`src/rtl/pbh_pkg.sv`:
```
`timescale 1ns / 1ps
// shared types and codes for the price level best heap
// no dependencies

package pbh_pkg;

  localparam logic [2:0] ST_CREATED   = 3'd0;
  localparam logic [2:0] ST_EXISTS    = 3'd1;
  localparam logic [2:0] ST_FULL      = 3'd2;
  localparam logic [2:0] ST_REMOVED   = 3'd3;
  localparam logic [2:0] ST_NOT_FOUND = 3'd4;

  localparam logic ACT_CREATE = 1'b0;
  localparam logic ACT_REMOVE = 1'b1;

  typedef enum logic [4:0] {
    OP_IDLE,
    OP_START,
    OP_SCAN,
    OP_SET_EXIST,
    OP_SET_FULL,
    OP_SET_NF,
    OP_CREATE,
    OP_REM0,
    OP_REM1,
    OP_REM2,
    OP_UP0,
    OP_UP1,
    OP_UP_MOVE,
    OP_SINK0,
    OP_SINK1,
    OP_SINK2,
    OP_SINK3,
    OP_DN_MOVE,
    OP_PLACE,
    OP_TOP0,
    OP_TOP1,
    OP_TOP2,
    OP_EMIT
  } op_t;

  typedef enum logic [4:0] {
    S_IDLE,
    S_SCAN,
    S_DECIDE,
    S_REM1,
    S_REM2,
    S_UP0,
    S_UP1,
    S_UP2,
    S_SINK0,
    S_SINK1,
    S_SINK2,
    S_SINK3,
    S_SINK4,
    S_PLACE,
    S_TOP0,
    S_TOP1,
    S_TOP2,
    S_EMIT
  } state_t;

  typedef struct packed {
    logic scan_last;
    logic hit;
    logic full;
    logic act;
    logic pos_lt;
    logic pos_zero;
    logic fl_sink;
    logic up_beat;
    logic leaf;
    logic r_exists;
    logic dn_beat;
    logic empty;
  } st_t;

endpackage

```
`src/rtl/pbh_dp.sv`:
```
`timescale 1ns / 1ps
// datapath: price scan, heap and level memories, sift registers, result register
// depends on pbh_pkg

module pbh_dp #(
  parameter int MAX_LEVELS = 64,
  parameter int PRICE_BITS = 32
) (
  input  logic             clk,
  input  logic             rst_n,
  input  pbh_pkg::op_t     op,
  input  logic             high_best,
  input  logic             in_action,
  input  logic [31:0]      in_price,
  output pbh_pkg::st_t     st,
  output logic [2:0]       res_status,
  output logic [5:0]       res_handle,
  output logic             res_best_valid,
  output logic [31:0]      res_best_price,
  output logic [5:0]       res_best_handle,
  output logic [6:0]       res_count
);

  localparam int HW = $clog2(MAX_LEVELS);
  localparam int CW = $clog2(MAX_LEVELS + 1);
  localparam int LW = HW + 2;
  localparam int PW = PRICE_BITS;

  logic [HW-1:0] hs_mem  [MAX_LEVELS];
  logic [HW-1:0] pos_mem [MAX_LEVELS];
  logic [PW-1:0] pr_mem  [MAX_LEVELS];

  logic [HW-1:0] hs_q, pos_q;
  logic [PW-1:0] pr_q;

  logic [HW-1:0] hs_ra, pos_ra, pr_ra, hs_wa, hs_wd, pr_wa;
  logic          hs_we, pr_we;

  logic [MAX_LEVELS-1:0] in_use_r;
  logic [CW-1:0] cnt_r, idx_r;
  logic          act_r, hit_r, free_ok_r, fl_sink_r;
  logic [PW-1:0] pin_r, x_p_r, a_p_r;
  logic [HW-1:0] hit_h_r, free_h_r, pos_r, x_h_r, a_h_r, b_h_r, a_pos_r;
  logic [2:0]    rs_r;
  logic [HW-1:0] rh_r;

  logic [2:0]    o_status_r;
  logic [5:0]    o_handle_r, o_bh_r;
  logic          o_bv_r;
  logic [31:0]   o_bp_r;
  logic [6:0]    o_cnt_r;

  logic [HW-1:0] parent, scan_j;
  logic [LW-1:0] l_w, r_w, cnt_w;

  function automatic logic beats(input logic bid, input logic [PW-1:0] a,
                                 input logic [PW-1:0] b);
    beats = bid ? (a > b) : (a < b);
  endfunction

  assign parent = HW'((pos_r - HW'(1)) >> 1);
  assign scan_j = HW'(idx_r - CW'(1));
  assign l_w    = LW'({pos_r, 1'b1});
  assign r_w    = l_w + LW'(1);
  assign cnt_w  = LW'(cnt_r);

  always_comb begin
    hs_ra  = '0;
    pos_ra = hit_h_r;
    pr_ra  = hs_q;
    hs_we  = 1'b0;
    hs_wa  = pos_r;
    hs_wd  = a_h_r;
    pr_we  = 1'b0;
    pr_wa  = free_h_r;
    unique case (op)
      pbh_pkg::OP_SCAN:    pr_ra = idx_r[HW-1:0];
      pbh_pkg::OP_REM0:    hs_ra = HW'(cnt_r - CW'(1));
      pbh_pkg::OP_UP0:     hs_ra = parent;
      pbh_pkg::OP_SINK0:   hs_ra = l_w[HW-1:0];
      pbh_pkg::OP_SINK1:   hs_ra = r_w[HW-1:0];
      pbh_pkg::OP_CREATE:  pr_we = 1'b1;
      pbh_pkg::OP_UP_MOVE,
      pbh_pkg::OP_DN_MOVE: hs_we = 1'b1;
      pbh_pkg::OP_PLACE: begin
        hs_we = 1'b1;
        hs_wd = x_h_r;
      end
      default: ;
    endcase
  end

  always_ff @(posedge clk) begin
    if (hs_we) hs_mem[hs_wa] <= hs_wd;
    hs_q <= hs_mem[hs_ra];
  end

  always_ff @(posedge clk) begin
    if (hs_we) pos_mem[hs_wd] <= hs_wa;
    pos_q <= pos_mem[pos_ra];
  end

  always_ff @(posedge clk) begin
    if (pr_we) pr_mem[pr_wa] <= pin_r;
    pr_q <= pr_mem[pr_ra];
  end

  // control state
  always_ff @(posedge clk) begin
    if (!rst_n) begin
      in_use_r <= '0;
      cnt_r    <= '0;
    end else begin
      unique case (op)
        pbh_pkg::OP_CREATE: begin
          in_use_r[free_h_r] <= 1'b1;
          cnt_r              <= cnt_r + CW'(1);
        end
        pbh_pkg::OP_REM0: begin
          in_use_r[hit_h_r] <= 1'b0;
          cnt_r             <= cnt_r - CW'(1);
        end
        default: ;
      endcase
    end
  end

  // payload
  always_ff @(posedge clk) begin
    unique case (op)
      pbh_pkg::OP_START: begin
        act_r     <= in_action;
        pin_r     <= PW'(in_price);
        idx_r     <= '0;
        hit_r     <= 1'b0;
        free_ok_r <= 1'b0;
      end
      pbh_pkg::OP_SCAN: begin
        idx_r <= idx_r + CW'(1);
        if (idx_r != '0) begin
          if (in_use_r[scan_j] && pr_q == pin_r) begin
            hit_r   <= 1'b1;
            hit_h_r <= scan_j;
          end
          if (!in_use_r[scan_j] && !free_ok_r) begin
            free_ok_r <= 1'b1;
            free_h_r  <= scan_j;
          end
        end
      end
      pbh_pkg::OP_SET_EXIST: begin
        rs_r <= pbh_pkg::ST_EXISTS;
        rh_r <= hit_h_r;
      end
      pbh_pkg::OP_SET_FULL: begin
        rs_r <= pbh_pkg::ST_FULL;
        rh_r <= '0;
      end
      pbh_pkg::OP_SET_NF: begin
        rs_r <= pbh_pkg::ST_NOT_FOUND;
        rh_r <= '0;
      end
      pbh_pkg::OP_CREATE: begin
        rs_r      <= pbh_pkg::ST_CREATED;
        rh_r      <= free_h_r;
        x_h_r     <= free_h_r;
        x_p_r     <= pin_r;
        pos_r     <= HW'(cnt_r);
        fl_sink_r <= 1'b0;
      end
      pbh_pkg::OP_REM0: begin
        rs_r      <= pbh_pkg::ST_REMOVED;
        rh_r      <= hit_h_r;
        fl_sink_r <= 1'b1;
      end
      pbh_pkg::OP_REM1: begin
        pos_r <= pos_q;
        x_h_r <= hs_q;
      end
      pbh_pkg::OP_REM2:  x_p_r <= pr_q;
      pbh_pkg::OP_UP1:   a_h_r <= hs_q;
      pbh_pkg::OP_UP_MOVE: begin
        pos_r     <= parent;
        fl_sink_r <= 1'b0;
      end
      pbh_pkg::OP_SINK1: a_h_r <= hs_q;
      pbh_pkg::OP_SINK2: begin
        a_p_r   <= pr_q;
        b_h_r   <= hs_q;
        a_pos_r <= l_w[HW-1:0];
      end
      pbh_pkg::OP_SINK3: begin
        if (beats(high_best, pr_q, a_p_r)) begin
          a_h_r   <= b_h_r;
          a_p_r   <= pr_q;
          a_pos_r <= r_w[HW-1:0];
        end
      end
      pbh_pkg::OP_DN_MOVE: pos_r <= a_pos_r;
      pbh_pkg::OP_TOP1:  a_h_r <= hs_q;
      pbh_pkg::OP_TOP2:  a_p_r <= pr_q;
      pbh_pkg::OP_EMIT: begin
        o_status_r <= rs_r;
        o_handle_r <= 6'(rh_r);
        o_bv_r     <= (cnt_r != '0);
        o_bp_r     <= (cnt_r != '0) ? 32'(a_p_r) : '0;
        o_bh_r     <= (cnt_r != '0) ? 6'(a_h_r) : '0;
        o_cnt_r    <= 7'(cnt_r);
      end
      default: ;
    endcase
  end

  always_comb begin
    st.scan_last = (idx_r == CW'(MAX_LEVELS));
    st.hit       = hit_r;
    st.full      = (cnt_r == CW'(MAX_LEVELS));
    st.act       = act_r;
    st.pos_lt    = (CW'(pos_r) < cnt_r);
    st.pos_zero  = (pos_r == '0);
    st.fl_sink   = fl_sink_r;
    st.up_beat   = beats(high_best, x_p_r, pr_q);
    st.leaf      = (l_w >= cnt_w);
    st.r_exists  = (r_w < cnt_w);
    st.dn_beat   = beats(high_best, a_p_r, x_p_r);
    st.empty     = (cnt_r == '0);
  end

  assign res_status      = o_status_r;
  assign res_handle      = o_handle_r;
  assign res_best_valid  = o_bv_r;
  assign res_best_price  = o_bp_r;
  assign res_best_handle = o_bh_r;
  assign res_count       = o_cnt_r;

  a_cnt_range: assert property (@(posedge clk) disable iff (!rst_n)
    cnt_r <= CW'(MAX_LEVELS))
    else $error("level count above capacity");

  a_create_free: assert property (@(posedge clk) disable iff (!rst_n)
    op == pbh_pkg::OP_CREATE |-> free_ok_r && !in_use_r[free_h_r])
    else $error("create without a free handle");

  a_remove_clears: assert property (@(posedge clk) disable iff (!rst_n)
    op == pbh_pkg::OP_REM0 |=> !in_use_r[$past(hit_h_r)])
    else $error("removed level still in use");

endmodule

```
`src/rtl/pbh_ctrl.sv`:
```
`timescale 1ns / 1ps
// controller: sequences scan, insert, remove, sift and result transfer
// depends on pbh_pkg

module pbh_ctrl (
  input  logic             clk,
  input  logic             rst_n,
  input  logic             in_valid,
  output logic             in_ready,
  output logic             out_valid,
  input  logic             out_ready,
  input  pbh_pkg::st_t     st,
  output pbh_pkg::op_t     op
);

  pbh_pkg::state_t state_r, state_nxt;
  logic out_valid_r, out_valid_nxt;
  logic emit;

  always_ff @(posedge clk) begin
    if (!rst_n) begin
      state_r     <= pbh_pkg::S_IDLE;
      out_valid_r <= 1'b0;
    end else begin
      state_r     <= state_nxt;
      out_valid_r <= out_valid_nxt;
    end
  end

  always_comb begin
    state_nxt = state_r;
    op        = pbh_pkg::OP_IDLE;
    emit      = 1'b0;
    unique case (state_r)
      pbh_pkg::S_IDLE: begin
        if (in_valid) begin
          op        = pbh_pkg::OP_START;
          state_nxt = pbh_pkg::S_SCAN;
        end
      end
      pbh_pkg::S_SCAN: begin
        op = pbh_pkg::OP_SCAN;
        if (st.scan_last) state_nxt = pbh_pkg::S_DECIDE;
      end
      pbh_pkg::S_DECIDE: begin
        priority if (st.act == pbh_pkg::ACT_CREATE && st.hit) begin
          op        = pbh_pkg::OP_SET_EXIST;
          state_nxt = pbh_pkg::S_TOP0;
        end else if (st.act == pbh_pkg::ACT_CREATE && st.full) begin
          op        = pbh_pkg::OP_SET_FULL;
          state_nxt = pbh_pkg::S_TOP0;
        end else if (st.act == pbh_pkg::ACT_CREATE) begin
          op        = pbh_pkg::OP_CREATE;
          state_nxt = pbh_pkg::S_UP0;
        end else if (!st.hit) begin
          op        = pbh_pkg::OP_SET_NF;
          state_nxt = pbh_pkg::S_TOP0;
        end else begin
          op        = pbh_pkg::OP_REM0;
          state_nxt = pbh_pkg::S_REM1;
        end
      end
      pbh_pkg::S_REM1: begin
        op        = pbh_pkg::OP_REM1;
        state_nxt = pbh_pkg::S_REM2;
      end
      pbh_pkg::S_REM2: begin
        op        = pbh_pkg::OP_REM2;
        state_nxt = st.pos_lt ? pbh_pkg::S_UP0 : pbh_pkg::S_TOP0;
      end
      pbh_pkg::S_UP0: begin
        op = pbh_pkg::OP_UP0;
        if (!st.pos_zero) state_nxt = pbh_pkg::S_UP1;
        else state_nxt = st.fl_sink ? pbh_pkg::S_SINK0 : pbh_pkg::S_PLACE;
      end
      pbh_pkg::S_UP1: begin
        op        = pbh_pkg::OP_UP1;
        state_nxt = pbh_pkg::S_UP2;
      end
      pbh_pkg::S_UP2: begin
        if (st.up_beat) begin
          op        = pbh_pkg::OP_UP_MOVE;
          state_nxt = pbh_pkg::S_UP0;
        end else begin
          state_nxt = st.fl_sink ? pbh_pkg::S_SINK0 : pbh_pkg::S_PLACE;
        end
      end
      pbh_pkg::S_SINK0: begin
        op        = pbh_pkg::OP_SINK0;
        state_nxt = st.leaf ? pbh_pkg::S_PLACE : pbh_pkg::S_SINK1;
      end
      pbh_pkg::S_SINK1: begin
        op        = pbh_pkg::OP_SINK1;
        state_nxt = pbh_pkg::S_SINK2;
      end
      pbh_pkg::S_SINK2: begin
        op        = pbh_pkg::OP_SINK2;
        state_nxt = st.r_exists ? pbh_pkg::S_SINK3 : pbh_pkg::S_SINK4;
      end
      pbh_pkg::S_SINK3: begin
        op        = pbh_pkg::OP_SINK3;
        state_nxt = pbh_pkg::S_SINK4;
      end
      pbh_pkg::S_SINK4: begin
        if (st.dn_beat) begin
          op        = pbh_pkg::OP_DN_MOVE;
          state_nxt = pbh_pkg::S_SINK0;
        end else begin
          state_nxt = pbh_pkg::S_PLACE;
        end
      end
      pbh_pkg::S_PLACE: begin
        op        = pbh_pkg::OP_PLACE;
        state_nxt = pbh_pkg::S_TOP0;
      end
      pbh_pkg::S_TOP0: begin
        op        = pbh_pkg::OP_TOP0;
        state_nxt = st.empty ? pbh_pkg::S_EMIT : pbh_pkg::S_TOP1;
      end
      pbh_pkg::S_TOP1: begin
        op        = pbh_pkg::OP_TOP1;
        state_nxt = pbh_pkg::S_TOP2;
      end
      pbh_pkg::S_TOP2: begin
        op        = pbh_pkg::OP_TOP2;
        state_nxt = pbh_pkg::S_EMIT;
      end
      pbh_pkg::S_EMIT: begin
        if (!out_valid_r || out_ready) begin
          op        = pbh_pkg::OP_EMIT;
          emit      = 1'b1;
          state_nxt = pbh_pkg::S_IDLE;
        end
      end
      default: state_nxt = pbh_pkg::S_IDLE;
    endcase
  end

  always_comb begin
    priority if (emit) out_valid_nxt = 1'b1;
    else if (out_ready) out_valid_nxt = 1'b0;
    else out_valid_nxt = out_valid_r;
  end

  assign in_ready  = (state_r == pbh_pkg::S_IDLE);
  assign out_valid = out_valid_r;

  a_one_item: assert property (@(posedge clk) disable iff (!rst_n)
    in_valid && in_ready |=> !in_ready)
    else $error("second transaction taken while busy");

  a_emit_waits: assert property (@(posedge clk) disable iff (!rst_n)
    state_r == pbh_pkg::S_EMIT && out_valid_r && !out_ready |=> state_r == pbh_pkg::S_EMIT)
    else $error("result overwritten while stalled");

  a_emit_sets_valid: assert property (@(posedge clk) disable iff (!rst_n)
    op == pbh_pkg::OP_EMIT |=> out_valid_r && in_ready)
    else $error("result not presented after emit");

endmodule

```
`src/rtl/price_level_best_heap_unit.sv`:
```
`timescale 1ns / 1ps
// top level: configuration register, controller and datapath of one book side
// depends on pbh_pkg, pbh_ctrl, pbh_dp
//
// Input transaction: in_action (0 create or find, 1 remove) and in_price on a
// valid/ready channel. One result transaction per input on the out_ channel:
// status, handle, best level (valid, price, handle) and level count.
// One item is handled at a time. Every item first scans the level price
// memory, one entry per cycle, and then decides. An insert then rises
// while it beats its parent; a remove moves the last entry into the freed
// slot, unless the freed slot was the last, and it rises or sinks there.
// The moved entry is then placed, and the top of the heap is read.
// The result sits in an output register; the next item is taken while it
// waits, and that item holds in its last step until the register is free.
// Reset empties the side and selects highest price as best; no memory
// clearing pass is needed. The side select (address 0) is written over the
// APB-style cfg_ port; write it only while the block is idle: the block
// itself does not enforce it.

module price_level_best_heap_unit #(
  parameter int MAX_LEVELS = 64,
  parameter int PRICE_BITS = 32
) (
  input  logic        clk,
  input  logic        rst_n,
  input  logic        cfg_psel,
  input  logic        cfg_penable,
  input  logic        cfg_pwrite,
  input  logic [2:0]  cfg_paddr,
  input  logic [31:0] cfg_pwdata,
  output logic [31:0] cfg_prdata,
  output logic        cfg_pready,
  input  logic        in_valid,
  output logic        in_ready,
  input  logic        in_action,
  input  logic [31:0] in_price,
  output logic        out_valid,
  input  logic        out_ready,
  output logic [2:0]  out_status,
  output logic [5:0]  out_level_handle,
  output logic        out_best_valid,
  output logic [31:0] out_best_price,
  output logic [5:0]  out_best_handle,
  output logic [6:0]  out_level_count
);

  logic high_best_r, high_best_nxt;
  logic cfg_wr;
  pbh_pkg::op_t op;
  pbh_pkg::st_t st;

  assign cfg_pready = 1'b1;
  assign cfg_wr     = cfg_psel && cfg_penable && cfg_pwrite && cfg_pready;

  always_comb begin
    high_best_nxt = high_best_r;
    if (cfg_wr && cfg_paddr[2] == 1'b0) high_best_nxt = cfg_pwdata[0];
  end

  always_ff @(posedge clk) begin
    if (!rst_n) high_best_r <= 1'b1;
    else high_best_r <= high_best_nxt;
  end

  assign cfg_prdata = (cfg_paddr[2] == 1'b0) ? {31'd0, high_best_r} : '0;

  pbh_ctrl u_ctrl (
    .clk       (clk),
    .rst_n     (rst_n),
    .in_valid  (in_valid),
    .in_ready  (in_ready),
    .out_valid (out_valid),
    .out_ready (out_ready),
    .st        (st),
    .op        (op)
  );

  pbh_dp #(
    .MAX_LEVELS (MAX_LEVELS),
    .PRICE_BITS (PRICE_BITS)
  ) u_dp (
    .clk             (clk),
    .rst_n           (rst_n),
    .op              (op),
    .high_best       (high_best_r),
    .in_action       (in_action),
    .in_price        (in_price),
    .st              (st),
    .res_status      (out_status),
    .res_handle      (out_level_handle),
    .res_best_valid  (out_best_valid),
    .res_best_price  (out_best_price),
    .res_best_handle (out_best_handle),
    .res_count       (out_level_count)
  );

endmodule
```
`config.mk`:
```
export PLATFORM = sky130hd
export DESIGN_NAME = price_level_best_heap_unit
export DESIGN_NICKNAME = d
export VERILOG_FILES = /design/src/rtl/pbh_pkg.sv /design/src/rtl/pbh_dp.sv /design/src/rtl/pbh_ctrl.sv /design/src/rtl/price_level_best_heap_unit.sv
export SDC_FILE = /design/constraint.sdc
export NUM_CORES = 2
export LEC_CHECK = 0
export BUFFER_PORTS_ARGS = -buffer_cell sky130_fd_sc_hd__buf_2
export CELL_PAD_IN_SITES_DETAIL_PLACEMENT = 0
export CELL_PAD_IN_SITES_GLOBAL_PLACEMENT = 1
export CORE_ASPECT_RATIO = 0.9
export CORE_MARGIN = 3
export CORE_UTILIZATION = 55
export DETAILED_ROUTE_END_ITERATION = 12
export PLACE_DENSITY_LB_ADDON = 0.1
export SYNTH_ARGS = -nofsm -noshare
export SYNTH_HDL_FRONTEND = slang
export SYNTH_HIERARCHICAL = 1
export SYNTH_SLANG_ARGS = --single-unit
```
`constraint.sdc`:
```
create_clock -name clk -period 9.23 [get_ports clk]
set_clock_uncertainty 0.2 [all_clocks]
set_input_delay 2.3075 -clock clk [delete_from_list [all_inputs] [get_ports clk]]
set_output_delay 2.3075 -clock clk [all_outputs]
set_load 0.02 [all_outputs]
```
[Word-level counts from Yosys, hierarchy flattened]
Memories as Yosys holds them, arrays and structs flattened. A register that Yosys moved wholly into a read port is not among the register bits.
Index checks and enable logic that the tools add are counted.
Word-level totals
  register bits: 291
  RAM bits: 2816
  input bits: 75
  output and inout port bits: 90
  word-level logic and storage cells: 217
  memories kept: 3
Memory list
  u_dp.pr_mem: depth 64, bits a word 32, rd ports 1, clocked after Yosys merged registers in 1, wr ports 1, RTL line pbh_dp.sv:31  | logic [PW-1:0] pr_mem [MAX_LEVELS];
  u_dp.hs_mem: depth 64, bits a word 6, rd ports 1, clocked after Yosys merged registers in 1, wr ports 1, RTL line pbh_dp.sv:29  | logic [HW-1:0] hs_mem [MAX_LEVELS];
  u_dp.pos_mem: depth 64, bits a word 6, rd ports 1, clocked after Yosys merged registers in 1, wr ports 1, RTL line pbh_dp.sv:30  | logic [HW-1:0] pos_mem [MAX_LEVELS];
Operators by class
  $add $sub $neg: 6
  order comparisons: 14
  equality and inequality tests: 48
  muxes and demuxes: 69
  bitwise logic cells: 5
  reduce and logical (&&, ||, !) cells: 44
Operators with widths (count)
  $pmux 5 s18: 2
  $pmux 32 s2: 2
  $pmux 64 s2: 1
  $gt 32x32->1: 3
  $lt 32x32->1: 3
  $eq 5x4->1 const B: 16
  $mux 5: 14
  $and 64x64->64: 1
  $not 64->64: 1
  $or 64x64->64: 1
  $pmux 6 s4: 2
  $eq 5x3->1 const B: 8
  $eq 5x5->1 const B: 8
  $pmux 6 s2: 3
  $eq 32x32->1: 1
  $mux 32: 1
  $pmux 7 s2: 2
  $mux 6: 4
  $mux 1: 22
  $lt 6x7->1 const B: 3
  $eq 5x2->1 const B: 4
  $pmux 6 s3: 1
  $reduce_bool 2->1: 9
  $pmux 3 s5: 1
  other kinds (33): 73

[Longest topological paths before layout]
  depth after elaboration: 10
  depth in mapped cells: 28
  gate-level depth less buffers: 24

[Modules after synthesis]
The synthesis kept the hierarchy.
By module, submodules not included
  pbh_dp: instances 1, cells an instance 9617, area an instance 126513.8 um^2, seq. area each 93259.4 um^2
  pbh_ctrl: instances 1, cells an instance 119, area an instance 902.1 um^2, seq. area each 120.1 um^2
  price_level_best_heap_unit: instances 1, cells an instance 40, area an instance 320.3 um^2, seq. area each 20.0 um^2

[Least setup slack after synthesis]
No wires, ideal clock.
  path type: input port to flip-flop
  start: input out_ready
  end: register u_dp.a_p_r[0], enable pin
  library setup time: 0.466 ns
  arrival: 5.703 ns
  data required time: 8.564 ns
  slack: 2.861 ns
  stages: 8
  buffers on the path: 2
  cells stage by stage: nand2b_1 > a21boi_0 > o32ai_1 > buf_4 > clkbuf_1 > nand3b_1 > o21a_1 > o21ai_0
On the way
  longest elaborated chain between the ends: 7
  elaborated cells on any way between the ends: 10
  those cells by class: eq/ne (4); mux (2); reduce/logical (4)
RTL lines
  from (decl): RTL line price_level_best_heap_unit.sv:38  | input logic out_ready,
  $logic_or 1x1->1 (*): RTL line pbh_ctrl.sv:129  | if (!out_valid_r || out_ready) begin
  $mux 5 (*): RTL line pbh_ctrl.sv:129
  $pmux 5 s18 (*): RTL line pbh_ctrl.sv:34  | unique case (state_r)
  net op[1]: RTL line price_level_best_heap_unit.sv:49  | pbh_pkg::op_t op;
  $eq 5x5->1 or $eq 5x4->1 (tied branches): RTL line pbh_dp.sv:130  | unique case (op)
  $reduce_or 2->1 (no source line)
  $reduce_bool 2->1 (no source line)
  $reduce_and 2->1 (no source line) (*)
  to (signal assigned): RTL line pbh_dp.sv:188  | a_p_r <= pr_q;
  to (signal assigned): RTL line pbh_dp.sv:195  | a_p_r <= pr_q;
  to (signal assigned): RTL line pbh_dp.sv:201  | pbh_pkg::OP_TOP2: a_p_r <= pr_q;
  to (decl): RTL line pbh_dp.sv:42  | logic [PW-1:0] pin_r, x_p_r, a_p_r;
Mark *: on every way through the listed nets, which the timed path passes. The rest lies on a longest branch.
A chain may end at the register's enable or synchronous reset.

==> metrics.md <==
| Metric | Value |
|---|---|
| Outcome | complete, but fails checks |
| Failing checks | max-capacitance violations, max-slew violations |
| Hold path endpoint | u_dp/res_handle[5] |
| Reg2Reg Capture Point | u_dp/pr_q[6] |
| Leak | 49.37 nW |
| Largest cells by area after synthesis | edfxtp_1 71%, nand2_1 7.3%, nand3_1 5.5%, dfxtp_1 1.9%, ha_1 1.2% |
| Worst Hold Path Cells | 0 |
| Worst skew pair latency | 950 ps |
| Max Root-Sink Buffers | 4 |
| Top-count cell post-synth | edfxtp_1 |
| Cell row count | 167 |
| Die Height | 463.2 um |
| Post-synthesis sequential area ratio | 0.7312 |
| First-pass GRT wire length | 547700 um |
| Post-Synth Adder-Cell Area | 0.01195 |
| Cell Area, Placed | 0.1335 mm^2 |
| Startpoint types | flop |
| DRC errors left | 0 |
| Crit path time final | 8328 ps |
| Critical Path AT | 8890 ps |
| Die W | 514.0 um |
| P&R area growth vs syn | 12.63% |
| Syn avg cell area | 13.07 um^2 |
| Asr flop ratio synth | 0 |
| Post-route insts no fill | 13290 |
| Post-synth EDFFs | 3029 |
| Min Hold Slack | 234.9 ps |
| Largest family of logic cells by synthesized area | simple AND/OR/NAND/NOR gates |
| CTS tree | yes |
| Most used DFF post-synth | edfxtp_1 |
| DR WL/cell | 28.70 um |
| Final setup vio count | 0 |
| CTS resizes | 0 |
| Hold Path Class | reg -> reg |
| Worst-path clk slew | 70 ps |
| Post-Synth Simple-Gate Area | 0.1543 |
| TNS Setup | 0 ps |
| Flops & latches, synth | 3151 |
| Drt total wl | 381300 um |
| Antenna Nets Post-Route | 0 |
| Fmax achieved | 120.1 MHz |
| CTS root buf | clkbuf_16 |
| Yosys top cell area share | 0.7121 |
| Vias in the first global route | 78060 |
| Starting Density | 0.5542 |
| Pwr dens | 366.4 mW/mm^2 |
| Layout cells sized above 1 | 0.1127 |
| RR Startpoint | u_dp/pr_q[29] |
| Endpoints failing hold | 0 |
| Period utilisation layout | 0.9023 |
| Crit end category | flop |
| Total overflow reported by the global router | 0 |
| DR pass1 iterations | 6 |
| CTS Hold Bufs | 0 |
| RSZ-0062 raised after global routing | false |
| Initial antenna violation count | 30 |
| Sinks on Clock Net | 3151 |
| Post-route worst setup slack | 901.8 ps |
| Crit-path max FO | 53 |
| # IOs | 165 |
| Crit Path Category | reg -> reg |
| Beginning of the worst hold path | u_dp/rh_r[5] |
| Fin area | 0.1439 mm^2 |
| Core Region | 0.2305 mm^2 |
| Yosys warns | 6 |
| Via density | 6.319 |
| Flop2flop setup slack | 900 ps |
| MaxCap Viol Count | 1 |
| Largest area contributor in the netlist | edfxtp_1 |
| Synth Area in Compound Gates | 0.05930 |
| Pre-CTS setup slack | 1186 ps |
| CTS buffer count | 331 |
| IO buf count | 99 |
| Synth Cell Area | 0.1277 mm^2 |
| Worst reg2reg path depth | 23 |
| Post-DP HPWL | 222100 um |
| Peak VDD IR | 398.7 uV |
| Post-Syn Instances | 9776 |
| Post-synthesis mux area share | 0.01276 |
| Overall routing resource usage | 0.3148 |
| Max-slew violations | 1 |
| Post-synth cell types | 97 |
| XOR/XNOR Fraction of Synth Area | 0.004251 |
| H-Tree Depth | 5 |
| Top cells by count, synth | 3029 x edfxtp_1, 2493 x nand2_1, 1392 x nand3_1 |
| Slew HR | -0.009516 |
| Worst-Margin Slew | 1476 ps |
| Post-CTS setup buffer count | 0 |
| Inst Count DP | 12700 |
| Total number of vias | 83960 |
| Die ar. | 0.2381 mm^2 |
| DRT iter0 DRCs | 11590 |
| RD Place Congestion | 0.8645 |
| CP Data Required Time | 9790 ps |
| NumNets Final | 10190 |
| Largest net degree at the start of global routing | 115 |
## state kept, by name, indices dropped and copies added (netlist names), 64 cells and up
register,cells
u_dp/pos_mem,384
u_dp/hs_mem,384
u_dp/in_use_r,64
u_dp/pr_mem,2048
## power breakdown
group	switching [mW]	total, mW	internal, mW
logic	15.6	21.3	5.74
registers	0.575	18.5	17.9
clock network	5.37	12.9	7.52
total	21.5	52.7	31.2
## critical path: stages (launching register included)
cell and delay, ps:
dfxtp_1 710, inv_1 130, ha_1 340, nand4_1 90, nor2_1 200, nand3_1 190
or4_1 620, nor2_1 130, o31ai_1 110, o211ai_1 170, mux2i_1 570, nand4b_1 160
a21oi_1 170, a211o_1 450, nor3_2 180, nand2_8 260, a21o_4 860, buf_4 400
nand2_1 90, nand3_1 90, nand3_1 100, a21boi_0 160, a2111oi_0 1230, or4_1 460
## per-stage QoR
stage | utilization | total power [mW]
3_5_place_dp | 0.5793 | 39.68
5_1_grt | 0.6241 | 54.97
3_3_place_gp | 0.5793 | 39.41
2_1_floorplan | - | 30.47
4_1_cts | 0.6240 | 52.54
6_report | 0.6242 | 52.72
## logic make-up after synthesis
group,count (synthesis)
DFF,3151
AOI/OAI and AO/OA,1031
other,2
buffers and inverters,745
and+or+nand+nor,4528
xor gates and xnor gates,62
muxes,135
adders and majority gates,122
## layout by cell type (no fill, tap or decap), drive strengths merged, types with 13 or more instances in the layout
master	count
o221a	47
a21o	31
dfxtp	122
nand2b	21
xnor2	20
a221oi	34
clkbuf	417
a221o	22
xor2	42
a2111oi	131
nor2b	25
clkinv	102
diode	18
conb	32
o21ai	96
a21oi	205
nor4	19
nand3b	17
a22o	40
edfxtp	3029
o22ai	13
nand2	2494
a31oi	64
bufinv	28
mux2	13
buf	467
nand4	43
nor2	332
nor3	29
inv	140
mux2i	101
mux4	21
a21boi	130
nand3	1393
and2	18
or4	33
ha	122
and3	57
a22oi	131
## area by class of cell
class                      count  area, um^2
clock inverter               148        1490
timing repair buffer         467        3856
clock buffer                 417        8818
antenna                       18       45.04
inverter                     133       501.7
multi-input combinational   5910       31950
fill                       17390       86600
tap                         3042        3806
sequential                  3151       93400
## per-layer routing
| metal | vias to the layer above | global-route usage | routed length, um |
|---|---|---|---|
| met5 | - | 0 | 39 |
| met4 | 6 | 0.07798 | 9424 |
| met3 | 597 | 0.05976 | 42230 |
| met2 | 4475 | 0.4702 | 170000 |
| met1 | 42450 | 0.4803 | 159600 |
| li1 | 36430 | - | - |
## worst max-delay path by stage
| stage | startpoint | slack (ps) | endpoint |
|---|---|---|---|
| global route | u_dp/pr_q[29] | 700 | u_dp/pr_q[6] |
| finish | u_dp/pr_q[29] | 900 | u_dp/pr_q[6] |
| CTS | u_dp/pr_q[29] | 1110 | u_dp/pr_q[6] |
| floorplan | out_ready | 2860 | u_dp/a_p_r[0] |
| detailed placement | u_dp/pr_q[29] | 1190 | u_dp/pr_q[6] |
| global placement | u_dp/pr_q[29] | 1250 | u_dp/pr_q[30] |
No activity file was read; power rests on OpenSTA's default activity.
